$ cat src/design/tcgw_pkg.sv
package tcgw_pkg;

  localparam int unsigned MAX_SCREEN_PX = 2048;
  localparam int unsigned PIXEL_BYTES   = 3;
  localparam int unsigned GLYPH_SIZE    = 8;

  localparam int unsigned CFG_W      = 12;
  localparam int unsigned COL_W      = 8;
  localparam int unsigned ROW_W      = 9;
  localparam int unsigned OFF_W      = 24;
  localparam int unsigned PITCH_W    = 14;
  localparam int unsigned GLYPH_BITS = GLYPH_SIZE * GLYPH_SIZE;
  localparam int unsigned CNT_W      = $clog2(GLYPH_BITS);

  localparam logic [7:0]       NEWLINE_CODE    = 8'd10;
  localparam logic [CFG_W-1:0] WIDTH_RESET     = 12'd640;
  localparam logic [CFG_W-1:0] HEIGHT_RESET    = 12'd480;
  localparam logic [CFG_W-1:0] MAX_PX          = CFG_W'(MAX_SCREEN_PX);

  // register indexes on the config port
  localparam logic REG_SCREEN_WIDTH  = 1'b0;
  localparam logic REG_SCREEN_HEIGHT = 1'b1;

  typedef struct packed {
    logic load_in;   // latch the accepted word, fix up the cursor
    logic prep;      // compute the base offset of the glyph cell
    logic emit_px;   // push one pixel write into the output register
    logic emit_nl;   // push the newline result
  } tcgw_cmd_t;

  typedef struct packed {
    logic in_is_nl;  // the word on the input is a newline
    logic can_load;  // output register free or being drained
    logic last_px;   // current pixel is the last of the glyph
  } tcgw_status_t;

endpackage

$ cat src/design/tcgw_if.sv
interface tcgw_in_if;
  logic        valid;
  logic        ready;
  logic [7:0]  char_code;
  logic [63:0] glyph_bits;

  modport source (output valid, output char_code, output glyph_bits, input ready);
  modport sink (input valid, input char_code, input glyph_bits, output ready);
endinterface

interface tcgw_out_if;
  logic        valid;
  logic        ready;
  logic        scroll_first;
  logic        write_valid;
  logic [23:0] pixel_offset;
  logic        pixel_white;
  logic        last;

  modport source (output valid, output scroll_first, output write_valid,
                  output pixel_offset, output pixel_white, output last,
                  input ready);
  modport sink (input valid, input scroll_first, input write_valid,
                input pixel_offset, input pixel_white, input last,
                output ready);
endinterface

$ cat src/design/tcgw_ctrl.sv
module tcgw_ctrl (
  input  logic                  clk,
  input  logic                  rst_n,
  input  logic                  in_valid,
  output logic                  in_ready,
  input  tcgw_pkg::tcgw_status_t sts,
  output tcgw_pkg::tcgw_cmd_t    cmd
);

  typedef enum logic [3:0] {
    S_IDLE = 4'b0001,
    S_PREP = 4'b0010,
    S_DRAW = 4'b0100,
    S_NL   = 4'b1000
  } state_t;

  state_t state_r, state_nxt;

  always_ff @(posedge clk) begin
    if (!rst_n) begin
      state_r <= S_IDLE;
    end else begin
      state_r <= state_nxt;
    end
  end

  always_comb begin
    state_nxt   = state_r;
    cmd         = '0;
    in_ready    = 1'b0;
    case (state_r)
      S_IDLE: begin
        in_ready = 1'b1;
        if (in_valid) begin
          cmd.load_in = 1'b1;
          state_nxt   = sts.in_is_nl ? S_NL : S_PREP;
        end
      end
      S_PREP: begin
        cmd.prep  = 1'b1;
        state_nxt = S_DRAW;
      end
      S_DRAW: begin
        cmd.emit_px = sts.can_load;
        if (sts.can_load && sts.last_px) begin
          state_nxt = S_IDLE;
        end
      end
      S_NL: begin
        cmd.emit_nl = sts.can_load;
        if (sts.can_load) begin
          state_nxt = S_IDLE;
        end
      end
      default: begin
        state_nxt = S_IDLE;
      end
    endcase
  end

endmodule

$ cat src/design/tcgw_dp.sv
module tcgw_dp (
  input  logic                          clk,
  input  logic                          rst_n,
  input  logic                          cfg_we,
  input  logic                          cfg_index,
  input  logic [tcgw_pkg::CFG_W-1:0]    cfg_wdata,
  input  logic [7:0]                    in_char_code,
  input  logic [63:0]                   in_glyph_bits,
  input  logic                          out_ready,
  output logic                          out_valid,
  output logic                          out_scroll_first,
  output logic                          out_write_valid,
  output logic [tcgw_pkg::OFF_W-1:0]    out_pixel_offset,
  output logic                          out_pixel_white,
  output logic                          out_last,
  input  tcgw_pkg::tcgw_cmd_t           cmd,
  output tcgw_pkg::tcgw_status_t        sts
);

  localparam int unsigned CW = tcgw_pkg::CFG_W;
  localparam int unsigned RW = tcgw_pkg::ROW_W;
  localparam int unsigned LW = tcgw_pkg::COL_W;
  localparam int unsigned OW = tcgw_pkg::OFF_W;
  localparam int unsigned PW = tcgw_pkg::PITCH_W;
  localparam int unsigned KW = tcgw_pkg::CNT_W;

  logic [CW-1:0] width_r, height_r;
  logic [LW-1:0] cursor_col_r;
  logic [RW-1:0] cursor_row_r;
  logic [LW-1:0] col_eff_r;
  logic          scroll_r;
  logic [63:0]   glyph_r;
  logic [KW-1:0] cnt_r;
  logic [OW-1:0] colbase_r, cur_r;

  logic          ov_r;
  logic          o_scroll_r, o_wv_r, o_white_r, o_last_r;
  logic [OW-1:0] o_off_r;

  // screen geometry from the size registers
  logic [CW-1:0] sat_w, sat_h;
  logic [RW-1:0] cols, rows;
  logic [PW-1:0] pitch;
  logic          row_ge, col_ge;
  logic [RW-1:0] row_adj;
  logic [LW-1:0] col_adj;
  logic [RW:0]   col_inc;
  logic [21:0]   row_prod;
  logic [OW-1:0] base;
  logic [OW-1:0] colbase_inc;

  always_comb begin
    sat_w = (width_r  > tcgw_pkg::MAX_PX) ? tcgw_pkg::MAX_PX : width_r;
    sat_h = (height_r > tcgw_pkg::MAX_PX) ? tcgw_pkg::MAX_PX : height_r;
    cols  = (sat_w[CW-1:3] == '0) ? RW'(1) : sat_w[CW-1:3];
    rows  = (sat_h[CW-1:3] == '0) ? RW'(1) : sat_h[CW-1:3];
    pitch = {2'b00, sat_w} + {1'b0, sat_w, 1'b0};

    row_ge  = cursor_row_r >= rows;
    row_adj = row_ge ? (rows - RW'(1)) : cursor_row_r;
    col_ge  = {1'b0, cursor_col_r} >= cols;
    col_adj = col_ge ? LW'(cols - RW'(1)) : cursor_col_r;

    // top-left byte of the cell: row*8*pitch + col*8*3
    row_prod = 22'(cursor_row_r * pitch[12:0]);
    base     = OW'({row_prod, 3'b000}) + OW'({col_eff_r, 4'b0000})
             + OW'({col_eff_r, 3'b000});

    colbase_inc = colbase_r + OW'(tcgw_pkg::PIXEL_BYTES);
    col_inc     = {1'b0, col_eff_r} + (RW+1)'(1);
  end

  assign sts.in_is_nl = (in_char_code == tcgw_pkg::NEWLINE_CODE);
  assign sts.can_load = !ov_r || out_ready;
  assign sts.last_px  = &cnt_r;

  always_ff @(posedge clk) begin
    if (!rst_n) begin
      width_r      <= tcgw_pkg::WIDTH_RESET;
      height_r     <= tcgw_pkg::HEIGHT_RESET;
      cursor_col_r <= '0;
      cursor_row_r <= '0;
      ov_r         <= 1'b0;
    end else begin
      if (cfg_we) begin
        case (cfg_index)
          tcgw_pkg::REG_SCREEN_WIDTH:  width_r  <= cfg_wdata;
          tcgw_pkg::REG_SCREEN_HEIGHT: height_r <= cfg_wdata;
          default: ;
        endcase
      end

      if (cmd.load_in) begin
        cursor_row_r <= row_adj;
      end else if (cmd.emit_nl) begin
        cursor_col_r <= '0;
        cursor_row_r <= cursor_row_r + RW'(1);
      end else if (cmd.emit_px && (&cnt_r)) begin
        if (col_inc >= {1'b0, cols}) begin
          cursor_col_r <= '0;
          cursor_row_r <= cursor_row_r + RW'(1);
        end else begin
          cursor_col_r <= col_inc[LW-1:0];
        end
      end

      if (cmd.emit_px || cmd.emit_nl) begin
        ov_r <= 1'b1;
      end else if (out_ready) begin
        ov_r <= 1'b0;
      end
    end
  end

  // payload, no reset
  always_ff @(posedge clk) begin
    if (cmd.load_in) begin
      glyph_r   <= in_glyph_bits;
      scroll_r  <= row_ge;
      col_eff_r <= col_adj;
    end
    if (cmd.prep) begin
      colbase_r <= base;
      cur_r     <= base;
      cnt_r     <= '0;
    end else if (cmd.emit_px) begin
      cnt_r <= cnt_r + KW'(1);
      // column-major walk: down the column, then to the top of the next
      if (&cnt_r[2:0]) begin
        colbase_r <= colbase_inc;
        cur_r     <= colbase_inc;
      end else begin
        cur_r <= cur_r + OW'(pitch);
      end
    end

    if (cmd.emit_px) begin
      o_scroll_r <= (cnt_r == '0) && scroll_r;
      o_wv_r     <= 1'b1;
      o_off_r    <= cur_r;
      o_white_r  <= glyph_r[{cnt_r[2:0], cnt_r[5:3]}];
      o_last_r   <= &cnt_r;
    end else if (cmd.emit_nl) begin
      o_scroll_r <= scroll_r;
      o_wv_r     <= 1'b0;
      o_off_r    <= '0;
      o_white_r  <= 1'b0;
      o_last_r   <= 1'b1;
    end
  end

  assign out_valid        = ov_r;
  assign out_scroll_first = o_scroll_r;
  assign out_write_valid  = o_wv_r;
  assign out_pixel_offset = o_off_r;
  assign out_pixel_white  = o_white_r;
  assign out_last         = o_last_r;

endmodule

$ cat src/design/text_console_glyph_writer_core.sv
// After a character is accepted, S_PREP computes the base offset by a multiply and
// S_DRAW pushes the glyph's 64 pixel words through the single output register;
// a newline is one newline word. The input reopens once the last word is loaded.
// The one output register paces the pixel walk; a stalled out_ch stalls it.
// Reset (rst_n low, synchronous): cursor to column 0 row 0, width 640, height 480,
// output word dropped.
module text_console_glyph_writer_core (
  input  logic                       clk,
  input  logic                       rst_n,
  tcgw_in_if.sink                    in_ch,
  tcgw_out_if.source                 out_ch,
  input  logic                       cfg_we,
  input  logic                       cfg_index,
  input  logic [tcgw_pkg::CFG_W-1:0] cfg_wdata
);

  tcgw_pkg::tcgw_cmd_t    cmd;
  tcgw_pkg::tcgw_status_t sts;

  tcgw_ctrl u_ctrl (
    .clk      (clk),
    .rst_n    (rst_n),
    .in_valid (in_ch.valid),
    .in_ready (in_ch.ready),
    .sts      (sts),
    .cmd      (cmd)
  );

  tcgw_dp u_dp (
    .clk              (clk),
    .rst_n            (rst_n),
    .cfg_we           (cfg_we),
    .cfg_index        (cfg_index),
    .cfg_wdata        (cfg_wdata),
    .in_char_code     (in_ch.char_code),
    .in_glyph_bits    (in_ch.glyph_bits),
    .out_ready        (out_ch.ready),
    .out_valid        (out_ch.valid),
    .out_scroll_first (out_ch.scroll_first),
    .out_write_valid  (out_ch.write_valid),
    .out_pixel_offset (out_ch.pixel_offset),
    .out_pixel_white  (out_ch.pixel_white),
    .out_last         (out_ch.last),
    .cmd              (cmd),
    .sts              (sts)
  );

endmodule

$ cat src/flat_wrapper.sv
// flat-port wrapper written by rule: the top's interface ports become plain ports
module text_console_glyph_writer_core_flat 
  (clk, rst_n, cfg_we, cfg_index, cfg_wdata, in_ch_valid, in_ch_char_code, in_ch_glyph_bits, in_ch_ready, out_ch_valid, out_ch_scroll_first, out_ch_write_valid, out_ch_pixel_offset, out_ch_pixel_white, out_ch_last, out_ch_ready);
  tcgw_in_if in_ch_i ();
  tcgw_out_if out_ch_i ();
  input  logic clk;
  input  logic rst_n;
  input  logic cfg_we;
  input  logic cfg_index;
  input  logic [tcgw_pkg::CFG_W-1:0] cfg_wdata;
  input wire logic [$bits(in_ch_i.valid)-1:0] in_ch_valid;
  input wire logic [$bits(in_ch_i.char_code)-1:0] in_ch_char_code;
  input wire logic [$bits(in_ch_i.glyph_bits)-1:0] in_ch_glyph_bits;
  output wire logic [$bits(in_ch_i.ready)-1:0] in_ch_ready;
  output wire logic [$bits(out_ch_i.valid)-1:0] out_ch_valid;
  output wire logic [$bits(out_ch_i.scroll_first)-1:0] out_ch_scroll_first;
  output wire logic [$bits(out_ch_i.write_valid)-1:0] out_ch_write_valid;
  output wire logic [$bits(out_ch_i.pixel_offset)-1:0] out_ch_pixel_offset;
  output wire logic [$bits(out_ch_i.pixel_white)-1:0] out_ch_pixel_white;
  output wire logic [$bits(out_ch_i.last)-1:0] out_ch_last;
  input wire logic [$bits(out_ch_i.ready)-1:0] out_ch_ready;
  assign in_ch_i.valid = in_ch_valid;
  assign in_ch_i.char_code = in_ch_char_code;
  assign in_ch_i.glyph_bits = in_ch_glyph_bits;
  assign in_ch_ready = in_ch_i.ready;
  assign out_ch_valid = out_ch_i.valid;
  assign out_ch_scroll_first = out_ch_i.scroll_first;
  assign out_ch_write_valid = out_ch_i.write_valid;
  assign out_ch_pixel_offset = out_ch_i.pixel_offset;
  assign out_ch_pixel_white = out_ch_i.pixel_white;
  assign out_ch_last = out_ch_i.last;
  assign out_ch_i.ready = out_ch_ready;
  text_console_glyph_writer_core u_core (.clk(clk), .rst_n(rst_n), .in_ch(in_ch_i), .out_ch(out_ch_i), .cfg_we(cfg_we), .cfg_index(cfg_index), .cfg_wdata(cfg_wdata));
endmodule
$ cat config.mk
export PLATFORM = sky130hd
export DESIGN_NAME = text_console_glyph_writer_core_flat
export DESIGN_NICKNAME = d
export VERILOG_FILES = /design/src/design/tcgw_pkg.sv /design/src/design/tcgw_if.sv /design/src/design/tcgw_ctrl.sv /design/src/design/tcgw_dp.sv /design/src/design/text_console_glyph_writer_core.sv /design/src/flat_wrapper.sv
export SDC_FILE = /design/constraint.sdc
export NUM_CORES = 1
export LEC_CHECK = 0
export BUFFER_PORTS_ARGS = -buffer_cell sky130_fd_sc_hd__buf_2
export CAP_MARGIN = 20
export CORE_MARGIN = 2
export CORE_UTILIZATION = 25
export DETAILED_ROUTE_END_ITERATION = 10
export HOLD_SLACK_MARGIN = 0.12
export PLACE_DENSITY = 0.42
export SKIP_CTS_REPAIR_TIMING = 1
export SLEW_MARGIN = 20
export SYNTH_ARGS = -nofsm -noshare
export SYNTH_HDL_FRONTEND = slang
export SYNTH_HIERARCHICAL = 1
export SYNTH_SLANG_ARGS = --single-unit
$ cat constraint.sdc
create_clock -name clk -period 22.9 [get_ports clk]
set_input_delay 1.145 -clock clk [delete_from_list [all_inputs] [get_ports clk]]
set_output_delay 1.145 -clock clk [all_outputs]
set_load 0.05 [all_outputs]
## Word-level counts from Yosys, hierarchy flattened

Index checks and enable logic that the tools add are counted.

| cells by class | value |
|---|---|
| div/mod/pow operators | 0 |
| equal/unequal tests | 9 |
| $lt $le $gt $ge | 6 |
| multiplexer cells | 42 |
| bitwise operators | 2 |
| add/sub/neg operators | 10 |
| shifts and indexed selects | 0 |
| multipliers | 1 |
| reductions and logical operators | 24 |

Operators with widths:

| kind | number |
|---|---|
| two-way mux 24 bit | 8 |
| two-way mux 9 bit | 7 |
| two-way mux 8 bit | 4 |
| adder 24 x 11 -> 24 bit | 1 |
| adder 24 x 12 -> 24 bit | 1 |
| adder 24 x 14 -> 24 bit | 1 |
| adder 24 x 2 -> 24 bit, second input constant | 1 |
| greater-than comparator 12 bit, second input constant | 2 |
| two-way mux 12 bit | 2 |
| multiplier 9 x 13 -> 21 bit | 1 |
| >= comparator 9 bit | 2 |
| zero test 9 bit | 2 |
| two-way mux 4 bit | 4 |
| one-hot mux 4 bit (4 select lines) | 1 |
| two-way mux 1 bit | 15 |
| adder 12 x 13 -> 14 bit | 1 |
| nonzero test 2 bit | 5 |
| adder 8 x 1 -> 9 bit, second input constant | 1 |
| adder 9 x 1 -> 9 bit, second input constant | 1 |
| >= comparator 8 x 9 -> 1 bit | 1 |
| AND reduction 3 bit | 3 |
| subtractor 9 x 1 -> 9 bit, second input constant | 1 |
| == test 8 x 4 -> 1 bit, second input constant | 1 |
| inequality test 2 bit, second input constant | 4 |
| 16 further kinds | 24 |

| word-level totals | value |
|---|---|
| memory bits (read-only) | 0 |
| memories | 0 |
| bits in registers | 201 |
| logic and storage cells | 111 |
| output and inout bits | 30 |
| bits in writable memories | 0 |
| input port bits | 90 |
| latch bits | 0 |

## Logic depth before layout (Yosys ltp)

Gate-level depths: netlist of run 1.

| depth | value |
|---|---|
| depth in word-level cells | 9 |
| mapped depth | 34 |
| depth with buffers taken out | 33 |

## Cells and area by module

Netlist of run 1, hierarchy kept.

By module, submodules not included:

| module | instances | cells an instance | seq. area each (um^2) | area an instance (um^2) |
|---|---|---|---|---|
| tcgw_dp | 1 | 1566 | 5425.2 | 15275.9 |
| tcgw_ctrl | 1 | 24 | 80.1 | 247.7 |

## Least setup slack after synthesis of run 1

Ideal clock, no wire load.

| path | value |
|---|---|
| kind | reg-to-reg |
| from | reg u_core.u_dp.width_r[11] |
| to | reg u_core.u_dp.cur_r[23] (data pin) |
| arrival | 7166 ps |
| data required time | 22640 ps |
| path buffers | 2 |
| setup time | 260 ps |
| cell stages (with the launch flop) | 33 |
| clock period less this slack | 7425 ps |
| path slack | 15475 ps |
| cell sequence | dfxtp_1 > buf_4 > nor2b_1 > clkbuf_1 > ha_1 > inv_1 > fa_1 > nor2b_1 > o21ai_0 > a21boi_0 > o21ai_0 > a21boi_0 > o21ai_0 > and3_1 > nor2_1 > nand2_1 > fa_1 > inv_1 > fa_1 > fa_1 > inv_1 > fa_1 > inv_1 > ha_1 > o21ai_0 > a211oi_1 > a21oi_1 > a21oi_1 > a21o_1 > a21oi_1 > xnor2_1 > xnor3_1 > mux2_2 |

| between the ends | value |
|---|---|
| word-level cells in the longest chain between the ends | 7 |
| elaborated cells on any way between the ends | 10 |
| classes of those cells | add/sub: 4; mul: 1; order compare: 1; mux: 4 |

RTL lines:

| element | line | source |
|---|---|---|
| start: declaration | tcgw_dp.sv:27 | `logic [CW-1:0] width_r, height_r;` |
| start signal: assignment | tcgw_dp.sv:79 | `width_r <= tcgw_pkg::WIDTH_RESET;` |
| start signal: assignment | tcgw_dp.sv:87 | `tcgw_pkg::REG_SCREEN_WIDTH: width_r <= cfg_wdata;` |
| greater-than comparator 12 bit | tcgw_dp.sv:53 | `sat_w = (width_r > tcgw_pkg::MAX_PX) ? tcgw_pkg::MAX_PX : width_r;` |
| two-way mux 12 bit (*) | tcgw_dp.sv:53 |  |
| adder 12 x 13 -> 14 bit (*) | tcgw_dp.sv:57 | `pitch = {2'b00, sat_w} + {1'b0, sat_w, 1'b0};` |
| multiplier 9 x 13 -> 21 bit or adder 24 x 14 -> 24 bit (tied branches) | tcgw_dp.sv:65, tcgw_dp.sv:133 |  |
| adder 24 x 12 -> 24 bit or two-way mux 24 bit (tied branches) | tcgw_dp.sv:66, tcgw_dp.sv:129 |  |
| adder 24 x 11 -> 24 bit or two-way mux 24 bit (tied branches) | tcgw_dp.sv:67, tcgw_dp.sv:126 |  |
| two-way mux 24 bit (*) | tcgw_dp.sv:122 | `if (cmd.prep) begin` |
| end signal: assignment | tcgw_dp.sv:124 | `cur_r <= base;` |
| end signal: assignment | tcgw_dp.sv:131 | `cur_r <= colbase_inc;` |
| end signal: assignment | tcgw_dp.sv:133 | `cur_r <= cur_r + OW'(pitch);` |
| end: declaration | tcgw_dp.sv:34 | `logic [OW-1:0] colbase_r, cur_r;` |

Mark *: on every way between the ends. The rest lies on a longest branch, timed or not. The select of a mux whose other input is x is not followed.
A chain may end at the register's enable or synchronous reset.

## Worst setup path after layout of run 1

Ends and elaborated chain as after synthesis.

==> impl_table.tex, run 1 <==
\begin{tabular}{lr}
\hline
Metric & Value \\
\hline
\multicolumn{2}{l}{\textbf{Critical path}} \\
Category of the critical setup timing path & register to register \\
Biggest cell delay along the critical path & slightly above 700 ps \\
Worst R2R Setup Slack & between 10000 and 15000 ps \\
Cell at the slowest stage of the critical path & nor2b\_1 \\
Worst Path Buf+Inv & 4 \\
Number of cells on the critical path & 30 \\
Worst reg2reg path depth & 30 \\
Highest net fanout along the worst path & 11 \\
Cell mode on critical path & fa\_1 \\
Family with the most delay on the worst path & adder cells \\
Startpoint type of the worst setup path & register \\
Arrival time reported for the critical path endpoint & between 9000 and 10000 ps \\
Kind of end point of the critical path & register \\
Required @ worst endpoint & about 23000 ps \\
\multicolumn{2}{l}{\textbf{Power}} \\
Pwr/cell area & between 50 and 60 nW/um\^{}2 \\
Maximum VDD drop & between 0.05 and 0.06 mV \\
Sequential share of power & 40.6\% \\
Internal power of the cells & between 0.7 and 0.8 mW \\
Part of the power in combinational logic & around 15\% \\
Net switching power & $\sim$0.27 mW \\
Portion of total power attributed to the clock network & between 40\% and 50\% \\
Switching portion of total power & about a quarter \\
Leakage component of the power & roughly 7.6 nW \\
Total design power & approximately 1 mW \\
\multicolumn{2}{l}{\textbf{Logic synthesis}} \\
Async SR Flop Fraction & 0\% \\
Biggest area consumer among synthesized cells & edfxtp\_1 \\
Synth Flop Type & edfxtp\_1 \\
Syn Nets & roughly 1900 \\
Number of library cell types mapped by synthesis & 79 \\
Top post-synthesis cells by area & edfxtp\_1 (29\%), fa\_1 (11\%), ha\_1 (9.6\%) \\
Top-area cell type share of the netlist area & between 20\% and 30\% \\
Count of state elements after synthesis & approximately 200 \\
Number of enable flip-flop cells after synthesis & approximately 150 \\
Fraction of the yosys area taken by sequential cells & between 30\% and 40\% \\
Syn Area/Cell & about 10 um\^{}2 \\
Instance count of the mapped netlist & approximately 1600 \\
Post-synthesis cell area & roughly 16000 um\^{}2 \\
Count of yosys warnings during synthesis & 6 \\
\multicolumn{2}{l}{\textbf{Die}} \\
Row Count & around 90 \\
Die area & $\sim$64000 um\^{}2 \\
Placeable core area & roughly 60000 um\^{}2 \\
Starting Density & about 25\% \\
Top Ports & 120 \\
Die Height & $\sim$250 um \\
Die extent in x & between 200 and 300 um \\
\multicolumn{2}{l}{\textbf{STA}} \\
Final Hold Fails & 0 \\
Hold WS & approximately 450 ps \\
Final setup vio count & 0 \\
Worst slew margin & 24.17\% \\
Transition at the pin with the smallest max-transition slack & about 1100 ps \\
Pins over their slew limit & 0 \\
Fmax achieved & approximately 0.11 GHz \\
Post-route minimum period & a little under 9000 ps \\
RSZ-0062 raised after global routing & no \\
Final worst path period share & approximately 39\% \\
Clock skew after layout & slightly above 30 ps \\
Setup TNS & 0 ps \\
\multicolumn{2}{l}{\textbf{CTS}} \\
H-tree depth reported by CTS & 1 \\
Total CTS buffers & 26 \\
CTS Root Buffer Type & clkbuf\_16 \\
CTS Buffer Depth & 3 \\
Clock transition at path regs & 60 ps \\
Worst skew pair latency & between 500 and 600 ps \\
Clock tree from TritonCTS & built \\
Number of sinks on the clock net & between 200 and 250 \\
\multicolumn{2}{l}{\textbf{Final layout}} \\
Finished Core Util & slightly below 30\% \\
Layout Area Growth over Synthesis & 16.12\% \\
Post-Layout Cell Count & 2555 \\
Fraction of layout cells with a size suffix above 1 & between 10\% and 20\% \\
Count of nets after finishing & $\sim$2000 \\
\multicolumn{2}{l}{\textbf{Worst hold path}} \\
Number of cells traversed by the worst hold path & 2 \\
Hold Path Class & register to register \\
\multicolumn{2}{l}{\textbf{Run status}} \\
Outcome & finished clean \\
\multicolumn{2}{l}{\textbf{Drt}} \\
Antenna viol nets, final & 0 \\
Vias per inst & about 4.5 \\
First-pass DRT Iterations & 5 \\
DR DRC count & 0 \\
Total Routed Length & between 40000 and 50000 um \\
DR WL/cell & around 17 um \\
Count of vias placed by the detailed router & between 10000 and 15000 \\
Initial detailed-routing violation count & approximately 590 \\
\multicolumn{2}{l}{\textbf{Placement}} \\
HPWL reported at the end of detailed placement & 33890 um \\
Number of input and output port buffers inserted & approximately 120 \\
Dpl cells & $\sim$2500 \\
Weighted congestion reported at the end of routability-driven placement & 0.8170 \\
\multicolumn{2}{l}{\textbf{Global route}} \\
Final global-route overflow total & 0 \\
Largest net degree at the start of global routing & 76 \\
Global-route wire length before repair & between 60000 and 70000 um \\
Number of global-route vias before repair & 11850 \\
Number of antenna violations at the first check in global routing & 3 \\
All-layer global routing usage & 13.63\% \\
\multicolumn{2}{l}{\textbf{Job}} \\
Max\_cap viols & 0 \\
\hline
\end{tabular}
==> worst min-delay path, cell delays in order (launching register included) <==
cell     delay (ps)
dfxtp_1         300
nand2_1          50
a21oi_1          50
==> cell families (layout without fill, tap and decap cells) <==
| kind of cell | Yosys count | in the layout | synth area share [%] |
|---|---|---|---|
| AND/OR/NAND/NOR | 504 | 504 | 16.18 |
| AO/OA/AOI/OAI | 305 | 305 | 12.65 |
| XOR/XNOR | 96 | 96 | 5.505 |
| adder cells (fa/ha/maj) | 206 | 206 | 20.81 |
| other | 0 | 3 | 0 |
| buffers and inverters | 234 | 359 | 5.844 |
| flip-flops | 201 | 201 | 35.46 |
| multiplexers | 44 | 44 | 3.546 |
==> area by class of cell <==
cell class	count	area, um^2
diodes	3	7.507
inverters	177	664.4
multi-input cells	1155	9117
repair buffers	134	728.2
clock inverters	15	240.2
clock buffers	33	714.4
well taps	837	1047
fillers	6464	43570
flip-flops and latches	201	5507
==> worst paths after layout <==
path	start	end
worst max-delay path	u_core/u_dp/width_r[11]	u_core/u_dp/cur_r[23]
worst min-delay path	u_core/u_dp/width_r[0]	u_core/u_dp/width_r[0]
worst max register to register	u_core/u_dp/width_r[11]	u_core/u_dp/cur_r[23]
worst min register to register	u_core/u_dp/width_r[0]	u_core/u_dp/width_r[0]
==> cells in the mapped netlist, types with 3 or more instances <==
| library cell | count |
|---|---|
| a2bb2oi_1 | 3 |
| o21bai_1 | 4 |
| o221ai_1 | 8 |
| xor2_1 | 35 |
| buf_1 | 3 |
| mux4_2 | 8 |
| inv_1 | 175 |
| nor4_1 | 4 |
| nor3_1 | 22 |
| fa_1 | 87 |
| nand4_1 | 17 |
| nand2_1 | 175 |
| o21ai_0 | 49 |
| or4_1 | 3 |
| nor2_1 | 86 |
| clkbuf_1 | 47 |
| xnor2_1 | 60 |
| o211a_1 | 5 |
| or3_1 | 6 |
| a21oi_1 | 108 |
| o22ai_1 | 7 |
| mux2_2 | 8 |
| mux2i_1 | 28 |
| nand2b_1 | 12 |
| a211oi_1 | 18 |
| edfxtp_1 | 148 |
| and2b_2 | 6 |
| a31oi_1 | 4 |
| ha_1 | 119 |
| a211o_1 | 3 |
| a21o_1 | 23 |
| or2_2 | 8 |
| o31ai_1 | 8 |
| o21a_1 | 17 |
| o211ai_1 | 9 |
| a21boi_0 | 7 |
| and3_1 | 15 |
| dfxtp_1 | 53 |
| buf_2 | 4 |
| nand3_1 | 29 |
| and2_1 | 86 |
| a22oi_1 | 10 |
| nor2b_1 | 19 |
==> power by group through the flow <==
stage / Sequential, mW / Clock, mW / Combinational (mW)
5_1_grt: 0.420 / 0.485 / 0.173
3_5_place_dp: 0.426 / 0 / 0.155
6_report: 0.418 / 0.458 / 0.154
4_1_cts: 0.419 / 0.471 / 0.156
3_3_place_gp: 0.426 / 0 / 0.154
2_1_floorplan: 0.423 / 0 / 0.105
==> placed cells by master (no fill, tap or decap), types with 9 or more instances in the layout <==
| cell type | n |
|---|---|
| a21oi_1 | 108 |
| nand2_1 | 175 |
| edfxtp_1 | 148 |
| o21a_1 | 17 |
| nor3_1 | 22 |
| and2_1 | 86 |
| o21ai_0 | 49 |
| xnor2_1 | 60 |
| nor2_1 | 86 |
| nand4_1 | 17 |
| nor2b_1 | 19 |
| mux2i_1 | 28 |
| inv_1 | 175 |
| xor2_1 | 35 |
| fa_1 | 87 |
| buf_2 | 119 |
| nand2b_1 | 12 |
| a211oi_1 | 18 |
| nand3_1 | 29 |
| buf_4 | 14 |
| clkbuf_16 | 26 |
| and3_1 | 15 |
| a21o_1 | 23 |
| a22oi_1 | 10 |
| dfxtp_1 | 52 |
| ha_1 | 119 |
| o211ai_1 | 9 |
==> per-layer routing <==
metal  wire [um]  global-route usage (%)
met1       20290                   18.07
met2       21820                   24.07
met3        1084                   1.532
met4         606                   2.367
met5           0                       0
==> state kept, by name, indices dropped and copies added (netlist names) <==
register,count
u_core/u_ctrl/state_r,4
u_core/u_dp/cnt_r,6
u_core/u_dp/col_eff_r,8
u_core/u_dp/colbase_r,24
u_core/u_dp/cur_r,24
u_core/u_dp/cursor_col_r,8
u_core/u_dp/cursor_row_r,9
u_core/u_dp/glyph_r,64
u_core/u_dp/height_r,12
u_core/u_dp/out_last,1
u_core/u_dp/out_pixel_offset,24
u_core/u_dp/out_pixel_white,1
u_core/u_dp/out_scroll_first,1
u_core/u_dp/out_valid,1
u_core/u_dp/out_write_valid,1
u_core/u_dp/scroll_r,1
u_core/u_dp/width_r,12
==> stage by stage <==
| stage | area (um^2) | setup WS, ps |
|---|---|---|
| 6_report | 18030 | 14020 |
| 5_1_grt | 18030 | 13280 |
| 4_1_cts | 18020 | 14040 |
| 3_5_place_dp | 17060 | 14050 |
| 3_3_place_gp | 17040 | 14370 |
| 2_1_floorplan | 15520 | 15470 |
Power figures use the tool's default switching activity.
==> run 2, diff against run 1 <==
--- a/config.mk
+++ b/config.mk
@@ -5,13 +5,14 @@
 export SDC_FILE = /design/constraint.sdc
 export NUM_CORES = 1
 export LEC_CHECK = 0
+export ABC_AREA = 1
 export BUFFER_PORTS_ARGS = -buffer_cell sky130_fd_sc_hd__buf_2
 export CAP_MARGIN = 20
 export CORE_MARGIN = 2
 export CORE_UTILIZATION = 25
 export DETAILED_ROUTE_END_ITERATION = 10
 export HOLD_SLACK_MARGIN = 0.12
-export PLACE_DENSITY = 0.42
+export PLACE_DENSITY = 0.43
 export SKIP_CTS_REPAIR_TIMING = 1
 export SLEW_MARGIN = 20
 export SYNTH_ARGS = -nofsm -noshare
==> constraint.sdc (replaced) <==
create_clock -name clk -period 8.11 [get_ports clk]
set_input_delay 0.4055 -clock clk [delete_from_list [all_inputs] [get_ports clk]]
set_output_delay 0.4055 -clock clk [all_outputs]
set_load 0.05 [all_outputs]
==> run 2 against run 1 <==
  * Synthesized cell count up 25%
  * Synthesized area grew 3.5%
  * First-iteration DRC count is 27% higher
  * Sequential power grew to 3.5 times the previous value
  * Core utilization is 1.3 points higher
  * Die area up 3.4%
  * Cell area up 7.3%
  * Sequential share of layout area fell by 2.1 points
  * Largest cell class unchanged
  * Register-to-register slack got worse by 13000 ps
  * Clock skew is 19 ps lower
  * Non-clock buffer count is 76 higher
==> impl_table.tex, run 2 <==
\begin{tabular}{lr}
\hline
Metric & Value \\
\hline
\multicolumn{2}{l}{\textbf{Run status}} \\
Outcome & finished clean \\
\multicolumn{2}{l}{\textbf{Critical path}} \\
Biggest cell delay along the critical path & roughly 550 ps \\
Kind of end point of the critical path & register \\
Startpoint type of the worst setup path & register \\
Arrival time reported for the critical path endpoint & $\sim$7900 ps \\
Cell mode on critical path & nand2\_1 \\
Required @ worst endpoint & roughly 8400 ps \\
Category of the critical setup timing path & register to register \\
Worst R2R Setup Slack & about 550 ps \\
Highest net fanout along the worst path & 5 \\
Worst reg2reg path depth & 38 \\
Cell at the slowest stage of the critical path & fa\_1 \\
\multicolumn{2}{l}{\textbf{STA}} \\
Final Hold Fails & 0 \\
Worst slew margin & a little over a third \\
Fmax achieved & $\sim$0.13 GHz \\
Hold WS & 103.0 ps \\
Setup TNS & 0 ps \\
Post-route minimum period & approximately 7600 ps \\
Transition at the pin with the smallest max-transition slack & around 980 ps \\
Final worst path period share & 93.25\% \\
Pins over their slew limit & 0 \\
Final setup vio count & 0 \\
Smallest setup slack after layout & approximately 550 ps \\
Clock skew after layout & 10.92 ps \\
\multicolumn{2}{l}{\textbf{Logic synthesis}} \\
Top-area cell type share of the netlist area & between 20\% and 30\% \\
Instance count of the mapped netlist & 1994 \\
Count of state elements after synthesis & around 200 \\
Fraction of the yosys area taken by sequential cells & 34.27\% \\
Biggest area consumer among synthesized cells & edfxtp\_1 \\
Most repeated cell in the gate-level netlist after synthesis & nand2\_1 \\
Number of enable flip-flop cells after synthesis & roughly 150 \\
Number of library cell types mapped by synthesis & 54 \\
Top cells by count, synth & nand2\_1 (424), inv\_1 (321), nor2\_1 (214), edfxtp\_1 (148), o21ai\_0 (140) \\
Syn Nets & 2290 \\
Post-synthesis cell area & $\sim$16000 um\^{}2 \\
Syn Area/Cell & about 8.1 um\^{}2 \\
Count of yosys warnings during synthesis & 6 \\
Synth Flop Type & edfxtp\_1 \\
Top post-synthesis cells by area & edfxtp\_1 (28\%), fa\_1 (11\%), nand2\_1 (9.9\%) \\
Async SR Flop Fraction & 0\% \\
\multicolumn{2}{l}{\textbf{Final layout}} \\
Post-Layout Cell Count & between 3000 and 4000 \\
Count of nets after finishing & between 2000 and 2500 \\
Register with the most flip-flops & u\_core/u\_dp/glyph\_r \\
Final design instance area without fill & between 15000 and 20000 um\^{}2 \\
Fraction of layout cells with a size suffix above 1 & between 10\% and 20\% \\
Flip-flop count of the largest register, all copies and words added & 64 \\
Most common cell after layout, fill and taps aside & nand2\_1 \\
Top library cells by usage in the layout, fill and taps aside & nand2\_1 (423), inv\_1 (319), nor2\_1 (205), edfxtp\_1 (148), o21ai\_0 (139) \\
Layout Area Growth over Synthesis & 20.40\% \\
\multicolumn{2}{l}{\textbf{CTS}} \\
CTS Buffer Depth & 3 \\
CTS Root Buffer Type & clkbuf\_16 \\
Clock transition at path regs & approximately 60 ps \\
Clock tree from TritonCTS & built \\
Number of sinks on the clock net & 201 \\
Total CTS buffers & 25 \\
H-tree depth reported by CTS & 1 \\
Worst skew pair latency & 560 ps \\
\multicolumn{2}{l}{\textbf{Job}} \\
Max\_cap viols & 0 \\
\multicolumn{2}{l}{\textbf{Drt}} \\
First-pass DRT Iterations & 5 \\
DR WL/cell & between 15 and 20 um \\
DR DRC count & 0 \\
Total Routed Length & 47040 um \\
Count of vias placed by the detailed router & 13630 \\
Initial detailed-routing violation count & between 700 and 800 \\
Vias per inst & between 4 and 5 \\
Antenna viol nets, final & 0 \\
\multicolumn{2}{l}{\textbf{Global route}} \\
Final global-route overflow total & 0 \\
Number of antenna violations at the first check in global routing & 1 \\
Largest net degree at the start of global routing & a little under 70 \\
Number of global-route vias before repair & 14000 \\
Global-route wire length before repair & about 76000 um \\
All-layer global routing usage & 14.33\% \\
\multicolumn{2}{l}{\textbf{Worst hold path}} \\
Hold Path Class & input port to register \\
Number of cells traversed by the worst hold path & 3 \\
\multicolumn{2}{l}{\textbf{Power}} \\
Pwr/cell area & 211.0 nW/um\^{}2 \\
Leakage component of the power & 8.921 nW \\
Maximum VDD drop & 0.1356 mV \\
\multicolumn{2}{l}{\textbf{Placement}} \\
Number of input and output port buffers inserted & approximately 120 \\
Dpl cells & about 3000 \\
Worst-case setup slack after placement & between 300 and 400 ps \\
Standard cell area after detailed placement & 17670 um\^{}2 \\
Weighted congestion reported at the end of routability-driven placement & between 0.8 and 0.9 \\
HPWL reported at the end of detailed placement & around 37000 um \\
\multicolumn{2}{l}{\textbf{Die}} \\
Top Ports & 120 \\
Die extent in x & around 260 um \\
Die area & $\sim$66000 um\^{}2 \\
Row Count & between 90 and 100 \\
Starting Density & 25.37\% \\
Die Height & about 260 um \\
Placeable core area & 63310 um\^{}2 \\
\hline
\end{tabular}
==> run 2: through the flow <==
step | util (%) | power, mW
final | 30.55 | 4.080
after global routing | 30.55 | 4.400
after CTS | 29.20 | 4.066
after detailed placement | 27.92 | 2.939
after global placement | 27.92 | 2.933
after floorplan | - | 2.518
==> run 2: final cells by class <==
type                       instances  area (um^2)
fill                            6838        43970
multi-input combinational       1414         9249
sequential                       201         5505
timing repair buffer             210         1454
inverter                         334         1259
tap                              846         1059
clock buffer                      34        719.4
clock inverter                    12        93.84
antenna                            1        2.502
==> run 2: worst max-delay path, delay by kind of cell (launching register included) <==
family,cells,cell delay [ps]
XOR/XNOR,2,390
AND/OR/NAND/NOR,18,1970
flip-flops,1,340
buffers and inverters,6,460
AO/OA/AOI/OAI,3,400
adder cells (fa/ha/maj),9,3720
==> run 2: cell families after synthesis <==
family | after synthesis | synth area share (%)
AO/OA/AOI/OAI | 315 | 10.77
flip-flops | 201 | 34.27
buffers and inverters | 379 | 8.965
adder cells (fa/ha/maj) | 206 | 20.11
AND/OR/NAND/NOR | 831 | 22.46
XOR/XNOR | 62 | 3.427
==> run 2: worst paths after layout <==
path | from | endpoint
setup reg to reg | u_core/u_dp/width_r[6] | u_core/u_dp/colbase_r[22]
setup / recovery | u_core/u_dp/width_r[6] | u_core/u_dp/colbase_r[22]
hold / removal | cfg_wdata[5] | u_core/u_dp/height_r[5]
hold reg to reg | u_core/u_dp/out_write_valid | u_core/u_dp/out_write_valid
==> run 2: routing by layer <==
metal	track usage, %	routed length [um]	vias up
li1	-	-	6859
met1	19.57	22690	6480
met2	24.19	21770	240
met3	1.980	1795	48
met4	2.762	787	0
met5	0	0	-
==> run 2: where the power goes <==
| group | switching [mW] | internal (mW) |
|---|---|---|
| Combinational | 1.00 | 0.506 |
| Clock | 0.475 | 0.628 |
| Sequential | 0.113 | 1.36 |
| Total | 1.59 | 2.49 |
